==> src/rtl/core/grmwc_pkg.sv <==
package grmwc_pkg;

  localparam int MAP_W      = 16;
  localparam int MAP_H      = 16;
  localparam int MAP_DEPTH  = MAP_W * MAP_H;
  localparam int MAP_AW     = $clog2(MAP_DEPTH);
  localparam logic [11:0] MAX_STEPS = 12'd4095;

  localparam int CFG_IDX_W  = 3;
  localparam int CFG_DATA_W = 20;

  localparam logic [CFG_IDX_W-1:0] CFG_SCREEN_WIDTH  = 3'd0;
  localparam logic [CFG_IDX_W-1:0] CFG_SCREEN_HEIGHT = 3'd1;
  localparam logic [CFG_IDX_W-1:0] CFG_LINE_COUNT    = 3'd2;
  localparam logic [CFG_IDX_W-1:0] CFG_PLAYER_X      = 3'd3;
  localparam logic [CFG_IDX_W-1:0] CFG_PLAYER_Y      = 3'd4;
  localparam logic [CFG_IDX_W-1:0] CFG_PLAYER_ANGLE  = 3'd5;

  localparam logic FUNC_MAP_WRITE = 1'b0;
  localparam logic FUNC_CAST_RAY  = 1'b1;

  localparam int DIV_N_W   = 24;
  localparam int DIV_D_W   = 20;
  localparam int DIV_CNT_W = 5;
  localparam int REM_W     = 22;

  // quarter-wave sine, round(256*sin(k*pi/32))
  function automatic logic [8:0] qsine(input logic [4:0] k);
    logic [8:0] v;
    unique case (k)
      5'd0:    v = 9'd0;
      5'd1:    v = 9'd25;
      5'd2:    v = 9'd50;
      5'd3:    v = 9'd74;
      5'd4:    v = 9'd98;
      5'd5:    v = 9'd121;
      5'd6:    v = 9'd142;
      5'd7:    v = 9'd162;
      5'd8:    v = 9'd181;
      5'd9:    v = 9'd198;
      5'd10:   v = 9'd213;
      5'd11:   v = 9'd226;
      5'd12:   v = 9'd237;
      5'd13:   v = 9'd245;
      5'd14:   v = 9'd251;
      5'd15:   v = 9'd255;
      default: v = 9'd256;
    endcase
    return v;
  endfunction

  function automatic logic signed [9:0] sine_q8(input logic [9:0] a);
    logic [8:0]  x;
    logic [4:0]  i;
    logic [3:0]  f;
    logic [8:0]  t0;
    logic [8:0]  t1;
    logic [12:0] p;
    logic [9:0]  v;
    x = a[8] ? (9'd256 - {1'b0, a[7:0]}) : {1'b0, a[7:0]};
    i = x[8:4];
    f = x[3:0];
    t0 = qsine(i);
    t1 = qsine(i + 5'd1);
    p = {4'd0, t1 - t0} * {9'd0, f};
    if (i[4]) begin
      v = 10'd256;
    end else begin
      v = {1'b0, t0} + {1'b0, p[12:4]};
    end
    return a[9] ? -$signed(v) : $signed(v);
  endfunction

  function automatic logic [23:0] wall_color(input logic [3:0] code);
    logic [23:0] c;
    unique case (code)
      4'd1:    c = 24'hffffff;
      4'd2:    c = 24'h00ff00;
      4'd3:    c = 24'h0000ff;
      4'd4:    c = 24'hffff00;
      4'd5:    c = 24'hff00ff;
      default: c = 24'h000000;
    endcase
    return c;
  endfunction

endpackage

==> src/rtl/core/grmwc_if.sv <==
interface grmwc_in_if;
  logic              valid;
  logic              ready;
  logic              func;
  logic signed [9:0] column;
  logic [3:0]        cell_row;
  logic [3:0]        cell_col;
  logic [3:0]        cell_value;

  modport source(output valid, func, column, cell_row, cell_col, cell_value, input ready);
  modport sink(input valid, func, column, cell_row, cell_col, cell_value, output ready);
endinterface

interface grmwc_out_if;
  logic        valid;
  logic        ready;
  logic [11:0] rect_x;
  logic [11:0] rect_y;
  logic [11:0] slice_width;
  logic [11:0] wall_height;
  logic [3:0]  hit_code;
  logic [7:0]  red;
  logic [7:0]  green;
  logic [7:0]  blue;
  logic [11:0] step_count;

  modport source(output valid, rect_x, rect_y, slice_width, wall_height, hit_code, red, green,
                 blue, step_count, input ready);
  modport sink(input valid, rect_x, rect_y, slice_width, wall_height, hit_code, red, green,
               blue, step_count, output ready);
endinterface

==> src/rtl/core/grid_ray_march_wall_column_core.sv <==
// map write: written into the map when accepted, no result
// ray request: five passes of the shared restoring divider (four when the ray starts
// in a wall or off the map) plus, per unit march step, a map read, a hit test and
// cell adjusts while an index still has to move; one ray at a time, the next request
// waits until this one is done
// reset: synchronous; the 256-cell map is then cleared one cell a cycle
module grid_ray_march_wall_column_core (
  input  logic                                clk,
  input  logic                                rst,
  input  logic                                cfg_we,
  input  logic [grmwc_pkg::CFG_IDX_W-1:0]     cfg_index,
  input  logic [grmwc_pkg::CFG_DATA_W-1:0]    cfg_wdata,
  grmwc_in_if.sink                            in_ch,
  grmwc_out_if.source                         out_ch
);

  typedef enum logic [10:0] {
    ST_CLEAR = 11'b00000000001,
    ST_IDLE  = 11'b00000000010,
    ST_DOFF  = 11'b00000000100,
    ST_DCX   = 11'b00000001000,
    ST_DCY   = 11'b00000010000,
    ST_RD    = 11'b00000100000,
    ST_TEST  = 11'b00001000000,
    ST_ADJ   = 11'b00010000000,
    ST_DHT   = 11'b00100000000,
    ST_DWD   = 11'b01000000000,
    ST_OUT   = 11'b10000000000
  } state_t;

  state_t state;

  logic [11:0] disp_width;
  logic [11:0] disp_height;
  logic [10:0] line_count;
  logic [19:0] player_x;
  logic [19:0] player_y;
  logic [9:0]  player_angle;

  logic [3:0]  map_mem [grmwc_pkg::MAP_DEPTH];
  logic [3:0]  mem_q;
  logic [grmwc_pkg::MAP_AW:0] clr_idx;

  logic signed [9:0]  col_q;
  logic [9:0]         angle;
  logic signed [5:0]  cx;
  logic signed [5:0]  cy;
  logic signed [grmwc_pkg::REM_W-1:0] remx;
  logic signed [grmwc_pkg::REM_W-1:0] remy;
  logic [11:0] steps;
  logic [3:0]  code;
  logic [11:0] height;
  logic [11:0] wdiv;

  logic [grmwc_pkg::DIV_D_W-1:0]   div_rem;
  logic [grmwc_pkg::DIV_N_W-1:0]   div_quo;
  logic [grmwc_pkg::DIV_D_W-1:0]   div_d;
  logic [grmwc_pkg::DIV_CNT_W-1:0] div_cnt;

  logic [11:0] w_eff;
  logic [11:0] h_eff;
  logic [10:0] lc_eff;
  logic [grmwc_pkg::DIV_D_W-1:0] x_den;
  logic [grmwc_pkg::DIV_D_W-1:0] y_den;
  logic signed [grmwc_pkg::REM_W-1:0] x_den_s;
  logic signed [grmwc_pkg::REM_W-1:0] y_den_s;
  logic signed [9:0] sin_x;
  logic signed [9:0] sin_y;
  logic signed [9:0] dy;
  logic signed [grmwc_pkg::REM_W-1:0] step_x;
  logic signed [grmwc_pkg::REM_W-1:0] step_y;
  logic [9:0]  in_abs;
  logic [9:0]  offset;
  logic [20:0] ht_num;
  logic [grmwc_pkg::DIV_D_W:0] trial;
  logic        trial_ge;
  logic        div_done;
  logic        x_in;
  logic        y_in;
  logic        x_done;
  logic        y_done;
  logic        in_acc;
  logic [11:0] rx_t;
  logic [11:0] rx;
  logic [23:0] color;

  assign w_eff  = (disp_width == 12'd0) ? 12'd1 : disp_width;
  assign h_eff  = (disp_height == 12'd0) ? 12'd1 : disp_height;
  assign lc_eff = (line_count == 11'd0) ? 11'd1 : line_count;
  assign x_den  = {w_eff, 8'd0};
  assign y_den  = {h_eff, 8'd0};
  assign x_den_s = $signed({2'b00, x_den});
  assign y_den_s = $signed({2'b00, y_den});

  assign sin_x  = grmwc_pkg::sine_q8(angle + 10'd256);
  assign sin_y  = grmwc_pkg::sine_q8(angle);
  assign dy     = -sin_y;
  assign step_x = {{8{sin_x[9]}}, sin_x, 4'd0};
  assign step_y = {{8{dy[9]}}, dy, 4'd0};

  assign in_abs = in_ch.column[9] ? (~in_ch.column + 10'd1) : in_ch.column;
  assign offset = col_q[9] ? (~div_quo[9:0] + 10'd1) : div_quo[9:0];
  assign ht_num = {8'd0, disp_height, 1'b0} * {13'd0, disp_height[11:4]};

  assign trial    = {div_rem, div_quo[grmwc_pkg::DIV_N_W-1]};
  assign trial_ge = (trial >= {1'b0, div_d});
  assign div_done = (div_cnt == '0);

  assign x_in   = (cx[5:4] == 2'b00);
  assign y_in   = (cy[5:4] == 2'b00);
  assign x_done = !x_in || (!remx[grmwc_pkg::REM_W-1] && (remx < x_den_s));
  assign y_done = !y_in || (!remy[grmwc_pkg::REM_W-1] && (remy < y_den_s));

  assign in_ch.ready = (state == ST_IDLE);
  assign in_acc      = in_ch.valid && in_ch.ready;

  assign rx_t  = {1'b0, line_count} - {{2{col_q[9]}}, col_q} - {2'b00, line_count[10:1]};
  assign rx    = rx_t * wdiv;
  assign color = grmwc_pkg::wall_color(code);

  // configuration registers
  always_ff @(posedge clk) begin
    if (rst) begin
      disp_width   <= 12'd640;
      disp_height  <= 12'd480;
      line_count   <= 11'd128;
      player_x     <= 20'd0;
      player_y     <= 20'd0;
      player_angle <= 10'd0;
    end else if (cfg_we) begin
      unique case (cfg_index)
        grmwc_pkg::CFG_SCREEN_WIDTH:  disp_width   <= cfg_wdata[11:0];
        grmwc_pkg::CFG_SCREEN_HEIGHT: disp_height  <= cfg_wdata[11:0];
        grmwc_pkg::CFG_LINE_COUNT:    line_count   <= cfg_wdata[10:0];
        grmwc_pkg::CFG_PLAYER_X:      player_x     <= cfg_wdata;
        grmwc_pkg::CFG_PLAYER_Y:      player_y     <= cfg_wdata;
        grmwc_pkg::CFG_PLAYER_ANGLE:  player_angle <= cfg_wdata[9:0];
        default: ;
      endcase
    end
  end

  // map memory
  always_ff @(posedge clk) begin
    if (state == ST_CLEAR) begin
      map_mem[clr_idx[grmwc_pkg::MAP_AW-1:0]] <= 4'd0;
    end else if (in_acc && (in_ch.func == grmwc_pkg::FUNC_MAP_WRITE)) begin
      map_mem[{in_ch.cell_row, in_ch.cell_col}] <= in_ch.cell_value;
    end
    if (state == ST_RD) begin
      mem_q <= map_mem[{cy[3:0], cx[3:0]}];
    end
  end

  // sequencer, shared divider and march datapath
  always_ff @(posedge clk) begin
    if (rst) begin
      state        <= ST_CLEAR;
      clr_idx      <= '0;
      div_cnt      <= '0;
      out_ch.valid <= 1'b0;
    end else begin
      if (out_ch.valid && out_ch.ready && (state != ST_OUT)) begin
        out_ch.valid <= 1'b0;
      end
      if (!div_done) begin
        div_rem <= trial_ge ? (trial[grmwc_pkg::DIV_D_W-1:0] - div_d)
                            : trial[grmwc_pkg::DIV_D_W-1:0];
        div_quo <= {div_quo[grmwc_pkg::DIV_N_W-2:0], trial_ge};
        div_cnt <= div_cnt - 1'b1;
      end
      unique case (state)
        ST_CLEAR: begin
          clr_idx <= clr_idx + 1'b1;
          if (clr_idx == (grmwc_pkg::MAP_DEPTH - 1)) begin
            state <= ST_IDLE;
          end
        end
        ST_IDLE: begin
          if (in_acc && (in_ch.func == grmwc_pkg::FUNC_CAST_RAY)) begin
            col_q   <= in_ch.column;
            div_rem <= '0;
            div_quo <= {6'd0, in_abs, 8'd0};
            div_d   <= {9'd0, lc_eff};
            div_cnt <= grmwc_pkg::DIV_CNT_W'(grmwc_pkg::DIV_N_W);
            state   <= ST_DOFF;
          end
        end
        ST_DOFF: begin
          if (div_done) begin
            angle   <= player_angle + offset;
            div_rem <= '0;
            div_quo <= {player_x, 4'd0};
            div_d   <= x_den;
            div_cnt <= grmwc_pkg::DIV_CNT_W'(grmwc_pkg::DIV_N_W);
            state   <= ST_DCX;
          end
        end
        ST_DCX: begin
          if (div_done) begin
            cx      <= (div_quo >= 24'd16) ? 6'sd16 : $signed({2'b00, div_quo[3:0]});
            remx    <= $signed({2'b00, div_rem});
            div_rem <= '0;
            div_quo <= {player_y, 4'd0};
            div_d   <= y_den;
            div_cnt <= grmwc_pkg::DIV_CNT_W'(grmwc_pkg::DIV_N_W);
            state   <= ST_DCY;
          end
        end
        ST_DCY: begin
          if (div_done) begin
            cy    <= (div_quo >= 24'd16) ? 6'sd16 : $signed({2'b00, div_quo[3:0]});
            remy  <= $signed({2'b00, div_rem});
            steps <= 12'd0;
            state <= ST_RD;
          end
        end
        ST_RD: begin
          state <= ST_TEST;
        end
        ST_TEST: begin
          if (!x_in || !y_in || (mem_q != 4'd0) || (steps == grmwc_pkg::MAX_STEPS)) begin
            code <= (x_in && y_in) ? mem_q : 4'd0;
            if (steps == 12'd0) begin
              height  <= disp_height;
              div_rem <= '0;
              div_quo <= {12'd0, disp_width};
              div_d   <= {9'd0, lc_eff};
              div_cnt <= grmwc_pkg::DIV_CNT_W'(grmwc_pkg::DIV_N_W);
              state   <= ST_DWD;
            end else begin
              div_rem <= '0;
              div_quo <= {3'd0, ht_num};
              div_d   <= {8'd0, steps};
              div_cnt <= grmwc_pkg::DIV_CNT_W'(grmwc_pkg::DIV_N_W);
              state   <= ST_DHT;
            end
          end else begin
            remx  <= remx + step_x;
            remy  <= remy + step_y;
            steps <= steps + 12'd1;
            state <= ST_ADJ;
          end
        end
        ST_ADJ: begin
          // walk the cell index one cell a cycle until the remainder is back in range
          if (x_in && remx[grmwc_pkg::REM_W-1]) begin
            cx   <= cx - 6'sd1;
            remx <= remx + x_den_s;
          end else if (!x_done) begin
            cx   <= cx + 6'sd1;
            remx <= remx - x_den_s;
          end
          if (y_in && remy[grmwc_pkg::REM_W-1]) begin
            cy   <= cy - 6'sd1;
            remy <= remy + y_den_s;
          end else if (!y_done) begin
            cy   <= cy + 6'sd1;
            remy <= remy - y_den_s;
          end
          if (x_done && y_done) begin
            state <= ST_RD;
          end
        end
        ST_DHT: begin
          if (div_done) begin
            height  <= (div_quo > {12'd0, disp_height}) ? disp_height : div_quo[11:0];
            div_rem <= '0;
            div_quo <= {12'd0, disp_width};
            div_d   <= {9'd0, lc_eff};
            div_cnt <= grmwc_pkg::DIV_CNT_W'(grmwc_pkg::DIV_N_W);
            state   <= ST_DWD;
          end
        end
        ST_DWD: begin
          if (div_done) begin
            wdiv  <= div_quo[11:0];
            state <= ST_OUT;
          end
        end
        ST_OUT: begin
          if (!out_ch.valid || out_ch.ready) begin
            out_ch.valid       <= 1'b1;
            out_ch.rect_x      <= rx;
            out_ch.rect_y      <= 12'((disp_height - height) >> 1);
            out_ch.slice_width <= wdiv;
            out_ch.wall_height <= height;
            out_ch.hit_code    <= code;
            out_ch.red         <= color[23:16];
            out_ch.green       <= color[15:8];
            out_ch.blue        <= color[7:0];
            out_ch.step_count  <= steps;
            state              <= ST_IDLE;
          end
        end
        default: state <= ST_IDLE;
      endcase
    end
  end

`ifndef SYNTH
  a_height_clamped: assert property (@(posedge clk) disable iff (rst)
    out_ch.valid |-> (out_ch.wall_height <= disp_height))
    else $error("wall height above screen height");

  a_slice_fits: assert property (@(posedge clk) disable iff (rst)
    out_ch.valid |-> (({1'b0, out_ch.rect_y, 1'b0} + {2'b00, out_ch.wall_height})
                      <= {2'b00, disp_height}))
    else $error("slice does not fit the screen");

  a_adj_exit: assert property (@(posedge clk) disable iff (rst)
    (state == ST_ADJ) |=> ((state == ST_ADJ) || (state == ST_RD)))
    else $error("cell adjust left to a wrong state");

  a_div_rem: assert property (@(posedge clk) disable iff (rst)
    ((state == ST_DCX) || (state == ST_DCY) || (state == ST_DHT) || (state == ST_DWD))
    |-> (div_rem < div_d))
    else $error("divider remainder not below divisor");

  a_cell_range: assert property (@(posedge clk) disable iff (rst)
    (state == ST_TEST) |-> ((cx >= -6'sd1) && (cx <= 6'sd16) && (cy >= -6'sd1) && (cy <= 6'sd16)))
    else $error("cell index ran past the map border");
`endif

endmodule

==> src/flat_wrapper.sv <==
// flat-port wrapper written by rule: the top's interface ports become plain ports
module grid_ray_march_wall_column_core_flat 
  (clk, rst, cfg_we, cfg_index, cfg_wdata, in_ch_valid, in_ch_func, in_ch_column, in_ch_cell_row, in_ch_cell_col, in_ch_cell_value, in_ch_ready, out_ch_valid, out_ch_rect_x, out_ch_rect_y, out_ch_slice_width, out_ch_wall_height, out_ch_hit_code, out_ch_red, out_ch_green, out_ch_blue, out_ch_step_count, out_ch_ready);
  grmwc_in_if in_ch_i ();
  grmwc_out_if out_ch_i ();
  input  logic clk;
  input  logic rst;
  input  logic cfg_we;
  input  logic [grmwc_pkg::CFG_IDX_W-1:0] cfg_index;
  input  logic [grmwc_pkg::CFG_DATA_W-1:0] cfg_wdata;
  input wire logic [$bits(in_ch_i.valid)-1:0] in_ch_valid;
  input wire logic [$bits(in_ch_i.func)-1:0] in_ch_func;
  input wire logic [$bits(in_ch_i.column)-1:0] in_ch_column;
  input wire logic [$bits(in_ch_i.cell_row)-1:0] in_ch_cell_row;
  input wire logic [$bits(in_ch_i.cell_col)-1:0] in_ch_cell_col;
  input wire logic [$bits(in_ch_i.cell_value)-1:0] in_ch_cell_value;
  output wire logic [$bits(in_ch_i.ready)-1:0] in_ch_ready;
  output wire logic [$bits(out_ch_i.valid)-1:0] out_ch_valid;
  output wire logic [$bits(out_ch_i.rect_x)-1:0] out_ch_rect_x;
  output wire logic [$bits(out_ch_i.rect_y)-1:0] out_ch_rect_y;
  output wire logic [$bits(out_ch_i.slice_width)-1:0] out_ch_slice_width;
  output wire logic [$bits(out_ch_i.wall_height)-1:0] out_ch_wall_height;
  output wire logic [$bits(out_ch_i.hit_code)-1:0] out_ch_hit_code;
  output wire logic [$bits(out_ch_i.red)-1:0] out_ch_red;
  output wire logic [$bits(out_ch_i.green)-1:0] out_ch_green;
  output wire logic [$bits(out_ch_i.blue)-1:0] out_ch_blue;
  output wire logic [$bits(out_ch_i.step_count)-1:0] out_ch_step_count;
  input wire logic [$bits(out_ch_i.ready)-1:0] out_ch_ready;
  assign in_ch_i.valid = in_ch_valid;
  assign in_ch_i.func = in_ch_func;
  assign in_ch_i.column = in_ch_column;
  assign in_ch_i.cell_row = in_ch_cell_row;
  assign in_ch_i.cell_col = in_ch_cell_col;
  assign in_ch_i.cell_value = in_ch_cell_value;
  assign in_ch_ready = in_ch_i.ready;
  assign out_ch_valid = out_ch_i.valid;
  assign out_ch_rect_x = out_ch_i.rect_x;
  assign out_ch_rect_y = out_ch_i.rect_y;
  assign out_ch_slice_width = out_ch_i.slice_width;
  assign out_ch_wall_height = out_ch_i.wall_height;
  assign out_ch_hit_code = out_ch_i.hit_code;
  assign out_ch_red = out_ch_i.red;
  assign out_ch_green = out_ch_i.green;
  assign out_ch_blue = out_ch_i.blue;
  assign out_ch_step_count = out_ch_i.step_count;
  assign out_ch_i.ready = out_ch_ready;
  grid_ray_march_wall_column_core u_core (.clk(clk), .rst(rst), .cfg_we(cfg_we), .cfg_index(cfg_index), .cfg_wdata(cfg_wdata), .in_ch(in_ch_i), .out_ch(out_ch_i));
endmodule
==> config.mk <==
export PLATFORM = sky130hd
export DESIGN_NAME = grid_ray_march_wall_column_core_flat
export DESIGN_NICKNAME = d
export VERILOG_FILES = /design/src/rtl/core/grmwc_pkg.sv /design/src/rtl/core/grmwc_if.sv /design/src/rtl/core/grid_ray_march_wall_column_core.sv /design/src/flat_wrapper.sv
export SDC_FILE = /design/constraint.sdc
export NUM_CORES = 2
export LEC_CHECK = 0
export CORE_MARGIN = 2
export CORE_UTILIZATION = 65
export CTS_BUF_LIST = sky130_fd_sc_hd__clkbuf_8
export DETAILED_ROUTE_END_ITERATION = 12
export DONT_BUFFER_PORTS = 1
export PLACE_DENSITY = 0.93
export SETUP_SLACK_MARGIN = 0.5
export SLEW_MARGIN = 15
export SYNTH_ARGS = -nofsm -noshare
export SYNTH_HDL_FRONTEND = slang
export SYNTH_SLANG_ARGS = --single-unit
==> constraint.sdc <==
create_clock -name clk -period 12.9 [get_ports clk]
set_clock_uncertainty 0.15 [all_clocks]
set_input_delay 2.58 -clock clk [delete_from_list [all_inputs] [get_ports clk]]
set_output_delay 2.58 -clock clk [all_outputs]
set_load 0.005 [all_outputs]
==> Word-level counts from Yosys, hierarchy flattened <==
Memory sizes are Yosys's and may differ from the RTL's. A register that Yosys moved wholly into a read port is not among the register bits.
Cells that the tools add are included.
{ "op_classes": {"n_addsub": 32, "mul": 4, "n_lt_le_gt_ge": 5, "eq_ne": 38, "mux": 90, "bitwise": 4, "reduce_logical": 59} }
{ "ops": {"columns": ["operator", "count"], "rows": [
  ["24-bit case mux with 5 select lines", 2],
  ["20-bit 2-to-1 mux", 10],
  ["22-bit 2-to-1 mux", 7],
  ["24-bit 2-to-1 mux", 6],
  ["22-bit case mux with 3 select lines", 2],
  ["11-bit case mux with 11 select lines", 1],
  ["11-bit 2-to-1 mux", 10],
  ["12-bit 2-to-1 mux", 9],
  ["20-bit case mux with 5 select lines", 1],
  ["10-bit 2-to-1 mux", 8],
  ["20-bit case mux with 3 select lines", 1],
  ["9-bit 2-to-1 mux", 6],
  ["12-bit case mux with 2 select lines", 2],
  ["22-bit by 14-bit adder with 22-bit output", 2],
  ["22-bit by 21-bit adder with 22-bit output", 2],
  ["22-bit by 21-bit < comparator with 1-bit output", 2],
  ["22-bit by 21-bit subtractor with 22-bit output", 2],
  ["12-bit zero test", 3],
  ["6-bit 2-to-1 mux", 5],
  ["10-bit negation", 3],
  ["9-bit by 4-bit multiplier with 13-bit output", 2],
  ["5-bit 2-to-1 mux", 5],
  ["24-bit by 5-bit >= comparator with 1-bit output, second input constant", 1],
  ["24-bit by 12-bit > comparator with 1-bit output", 1],
  ["69 further kinds", 139]
]} }
{ "word_totals": {"ff_bits": 378, "mem_bits_rw": 1024, "rom_bits": 512, "input_bits": 51, "word_cells": 269, "mem_count": 5} }
{ "memory_table": {"columns": ["name", "depth", "word_bits", "rd", "rd_clocked_by_memory_dff", "wr", "line_no", "rtl"], "rows": [
  ["u_core.map_mem", 256, 4, 1, 1, 1, "grid_ray_march_wall_column_core.sv:40", "logic [3:0] map_mem [grmwc_pkg::MAP_DEPTH];"],
  ["(name not given)", 16, 8, 1, 0, 0, "grmwc_pkg.sv:30", "unique case (k)"],
  ["(name not given)", 16, 8, 1, 0, 0, "grmwc_pkg.sv:30", null],
  ["(name not given)", 16, 8, 1, 0, 0, "grmwc_pkg.sv:30", null],
  ["(name not given)", 16, 8, 1, 0, 0, "grmwc_pkg.sv:30", null]
]} }

==> Logic depth before layout (Yosys ltp) <==
An unclocked memory read counts as a cell.
{ "depth": {"word_depth": 15, "ltp_mapped": 53, "ltp_nobuf": 52} }

==> Worst setup path after synthesis <==
No wires, ideal clock.
{ "synth_path": {"path_type": "reg-to-reg", "startpoint": "register u_core.angle[0]", "endpoint": "register u_core.remy[21] (netlist name) (data pin)", "setup_time_ps": 272, "arrival_time_ps": 10600, "path_slack_ps": 1878, "stages_incl_launch_ff": 49, "synth_period_minus_slack_ps": 11022, "path_cell_list": "edfxtp_1 > clkbuf_1 > clkinv_1 > ha_1 > nor3b_2 > nand2b_1 > xnor2_1 > ha_1 > clkbuf_1 > xnor2_1 > nor2_1 > nand3_1 > o311ai_1 > or2_1 > fa_1 > xor2_1 > or2_2 > fa_1 > [... 13 more ...] > ha_1 > o2111a_1 > or4_4 > a2111o_1 > o211ai_1 > xnor2_1 > and2_4 > nand3_2 > xnor2_1 > ha_1 > nand4_1 > nor3_1 > a311oi_1 > a311oi_1 > nand3_1 > nand2_1 > xor2_1 > o32ai_1"} }
{ "synth_via": {"elab_chain_len": 15, "elab_cells_between_ends": 17, "cone_classes": "add/sub (7); mul (1); mux (7); memory (2)"} }
{ "synth_rtl": {"columns": ["item", "line_no", "rtl"], "rows": [
  ["start: declaration", "grid_ray_march_wall_column_core.sv:45", "logic [9:0] angle;"],
  ["start signal: assignment", "grid_ray_march_wall_column_core.sv:191", "angle <= player_angle + offset;"],
  ["9-bit by 8-bit subtractor with 9-bit output", "grmwc_pkg.sv:60", "x = a[8] ? (9'd256 - {1'b0, a[7:0]}) : {1'b0, a[7:0]};"],
  ["9-bit 2-to-1 mux (*)", "grmwc_pkg.sv:60", null],
  ["5-bit by 1-bit adder with 5-bit output", "grmwc_pkg.sv:64", "t1 = qsine(i + 5'd1);"],
  ["memory read 16 x 8 bit", null, null],
  ["9-bit 2-to-1 mux", "grmwc_pkg.sv:30", null],
  ["9-bit subtractor", "grmwc_pkg.sv:65", "p = {4'd0, t1 - t0} * {9'd0, f};"],
  ["9-bit by 4-bit multiplier with 13-bit output", "grmwc_pkg.sv:65", null],
  ["9-bit by 9-bit adder with 10-bit output", "grmwc_pkg.sv:69", "v = {1'b0, t0} + {1'b0, p[12:4]};"],
  ["10-bit 2-to-1 mux (*)", "grmwc_pkg.sv:66", "if (i[4]) begin"],
  ["10-bit negation", "grmwc_pkg.sv:71", "return a[9] ? -$signed(v) : $signed(v);"],
  ["10-bit 2-to-1 mux (*)", "grmwc_pkg.sv:71", null],
  ["10-bit negation (*)", "grid_ray_march_wall_column_core.sv:97", "assign dy = -sin_y;"],
  ["22-bit by 14-bit adder with 22-bit output (*)", "grid_ray_march_wall_column_core.sv:240", "remy <= remy + step_y;"],
  ["22-bit 2-to-1 mux (*)", "grid_ray_march_wall_column_core.sv:222", "if (!x_in || !y_in || (mem_q != 4'd0) || (steps == grmwc_pkg::MAX_STEPS)) begin"],
  ["22-bit case mux with 3 select lines (*)", "grid_ray_march_wall_column_core.sv:172", "unique case (state)"],
  ["end signal: assignment", "grid_ray_march_wall_column_core.sv:240", null],
  ["end signal: assignment", "grid_ray_march_wall_column_core.sv:256", "remy <= remy + y_den_s;"],
  ["end signal: assignment", "grid_ray_march_wall_column_core.sv:259", "remy <= remy - y_den_s;"],
  ["end: declaration", "grid_ray_march_wall_column_core.sv:49", "logic signed [grmwc_pkg::REM_W-1:0] remy;"]
]} }
Every way passes the cells marked *; elsewhere a longest branch is shown, timed or not. The select of a mux whose other input is x is not followed.
A chain may end at the register's enable or synchronous reset.

==> Worst setup path in the final report <==
{ "layout_path": {"startpoint": "register u_core.angle[2]", "endpoint": "register u_core.remy[21] (netlist name) (data pin)"} }
Same word-level chain as after synthesis.

==> run_results.csv <==
group,metric,value,unit
synth,syn_area,72000,um2
placement,place.detailed.hpwl,134,mm
sta,post-route-period-util,90.2,%
clock_network,cts_buffers,202,
routing,wl_per_cell,28.8,um
synth,netlist.area_leader.share,52.8,%
routing,drtAntennaViolNets,0,
global_routing,antenna_found_initial,5,
synth,ys_warn_count,0,
critical_path,cp-end-kind,"flip-flop",
sta,finalCriticalPeriod,11.64,ns
clock_network,cts_tree,"built",
global_routing,overflow,0,
synth,synth-simple-area-share,9.09,%
power,peakVddDrop,159,uV
sta,setup-violations-final,0,
hold_path,min_path_type,"reg -> reg",
clock_network,clock_latency,0.95,ns
global_routing,grt_pass1_wl,302,mm
global_routing,grt_max_degree,204,
global_routing,grt_pass1_vias,48800,
synth,syn_avg_cell_area,13.2,um2
layout,final_cell_mix,"1266 x edfxtp_1, 540 x nor2_1, 493 x nand2_1",
critical_path,slowest_stage,"fa_1",
clock_network,clk_pin_slew,0.06,ns
synth,synth-main-ff-cell,"edfxtp_1",
power,p_int,7.51,mW
sta,tns,0,ns
critical_path,reg2reg_depth,46,
die,initial_core_util,65.3,%
synth,synth_top_cell_by_area,"edfxtp_1",
synth,synth_fa_ha_area_share,9.41,%
power,power_switching,3.05,mW
synth,synth-compound-area-share,7.64,%
power,leakage,27.8,nW
routing,vias,49000,
synth,async_flop_share,0,%
layout,drive_gt1_share,13.8,%
routing,drc,0,
synth,yosysSeqAreaShare,55.9,%
placement,gp_congestion,0.970,
layout,final_common_cell,"edfxtp_1",
sta,fmax,0.0859,GHz
synth,synth_top_family_by_area,"multiplexers",
sta,relSlewSlack,13.4,%
hold_path,whs_path_depth,2,
routing,first_iter_violations,7189,
die,pin_count,141,
critical_path,cp_slowest_stage_delay,0.53,ns
power,p_clk_share,33.9,%
synth,synth_xor_area_share,3.24,%
hold_path,hp-start,"u_core.player_x[0]",
layout,final_nets,5956,
layout,finish.utilization,70.4,%
sta,drv_slew,0,
critical_path,timing.rr.start,"u_core.angle[2]",
layout,fin_area,77500,um2
synth,synth_cell_types,102,
sta,hold_violations,0,
placement,placed_cells,6727,
layout,finalNonFillerCells,7108,
critical_path,crit_start,"u_core.angle[2]",
power,sw_frac_of_total,28.9,%
synth,synth.area.mux_share,11.1,%
job,drv_cap,0,
power,p_comb_share,17.0,%
critical_path,cp_data_arrival_time,12.08,ns
clock_network,h-tree-depth,4,
critical_path,worstPathRequired,13.34,ns
global_routing,grt.total_usage,36.1,%
critical_path,crit_type,"reg -> reg",
routing,vias_per_cell,6.90,
die,fp.dieH,337,um
die,core_area,110000,um2
critical_path,crit_top_cell,"ha_1",
placement,placed_area,73300,um2
clock_network,cts_root_buffer,"clkbuf_8",
synth,synth-edff-count,1266,
layout,syn2layout_area_growth,7.76,%
die,rows,122,
sta,rsz0062_at_grt,"yes",
synth,syn_nets,5950,
routing,dr.pass1.iters,9,
critical_path,worst_setup_path_start_kind,"flip-flop",
sta,tightestPinTransition,1.30,ns
placement,port-buffer-count,0,
status,status,"completed",
power,power_frac_seq,49.1,%
power,powerDensity,136,nW/um2
clock_network,cts.sinks,1377,
clock_network,clock_path_buffers,3,
synth,synth.ff_latch_count,1377,
synth,synthTopCellsByArea,"edfxtp_1 53%, mux4_2 11%, ha_1 5.5%",
die,dieArea,113000,um2
critical_path,crit_path_max_fanout,12,
synth,syn_inst,5442,
routing,routed_wirelength,205,mm
die,die_w,337,um
==> flip-flops by register name, indices dropped and copies added (netlist names), 18 cells and up <==
register and count:
u_core.remy 18, u_core.remx 18, u_core.player_y 20, u_core.div_d 20, u_core.player_x 20, u_core.div_quo 24, u_core.div_rem 20, u_core.map_mem 1024
==> through the flow <==
step	hold slack (ns)	power, mW	worst slack (ns)
2_1_floorplan	0.268	6.46	1.88
3_3_place_gp	0.290	6.89	0.980
3_5_place_dp	0.297	6.99	0.539
4_1_cts	0.306	10.5	0.605
5_1_grt	0.320	10.9	0.412
6_report	0.311	10.6	1.26
==> logic make-up after synthesis <==
logic type      after synthesis
compound gates              865
xor+xnor                    257
fa+ha+maj                   457
buf+inv                     644
flops                      1377
mux                         374
other cells                   1
simple gates               1467
==> power groups by stage <==
| stage | Sequential [mW] | Clock [mW] | Combinational (mW) |
|---|---|---|---|
| floorplan | 5.18 | 0 | 1.28 |
| CTS | 5.18 | 3.56 | 1.74 |
| global placement | 5.26 | 0 | 1.63 |
| detailed placement | 5.27 | 0 | 1.72 |
| finish | 5.19 | 3.58 | 1.80 |
| global route | 5.19 | 3.73 | 1.94 |
==> worst max-delay path, delay by kind of cell (launching register included) <==
kind	cells	cell delay, ns
AND/OR/NAND/NOR	18	3.45
adder cells (fa/ha/maj)	8	3.06
AO/OA/AOI/OAI	12	2.65
XOR/XNOR	6	1.31
flip-flops	1	0.49
buffers and inverters	2	0.22
==> what timing repair did <==
item,in CTS,in global routing
pin swaps,0,1
buffers inserted,0,4
gates resized for setup,1,20
gates cloned,0,0
hold buffers,0,0
endpoints found under the setup margin,2,17
==> path summary, 6_finish.rpt <==
check,endpoint,slack (ns)
worst max register to register,u_core.remy[21],1.26
worst max-delay path,u_core.remy[21],1.26
worst min-delay path,u_core.player_x[0],0.31
worst min register to register,u_core.player_x[0],0.31
==> cells in the mapped netlist (25+ instances only) <==
cell type,n
fa_1,140
edfxtp_1,1266
nand2b_1,59
and2_1,45
ha_1,317
xor2_1,94
nor3_1,74
xnor2_1,157
a21oi_1,272
clkbuf_1,208
o31ai_1,29
o221ai_1,34
nand2_1,497
dfxtp_1,111
nor2b_1,45
inv_1,353
o21bai_1,30
nand3_1,56
mux2i_1,28
buf_2,25
o21ai_0,203
nor2_1,542
a21o_1,64
mux4_2,341
==> final cells by class <==
| type | instances | area (um2) |
|---|---|---|
| Sequential cell | 1377 | 40200 |
| Fill cell | 6676 | 32700 |
| Inverter | 366 | 1380 |
| Tap cell | 1488 | 1860 |
| Antenna cell | 5 | 12.5 |
| Timing Repair Buffer | 80 | 658 |
| Multi-Input combinational cell | 3421 | 29400 |
| Clock buffer | 217 | 2990 |
| Clock inverter | 154 | 1050 |
==> layer usage <==
layer / GRT usage (%) / routed length, um / vias up
li1: - / - / 20200
met1: 42.6 / 65300 / 23700
met2: 58.6 / 98200 / 4060
met3: 9.63 / 24100 / 1127
met4: 23.9 / 17200 / 6
met5: 0 / 36 / -
(Power assumes the default switching activity.)
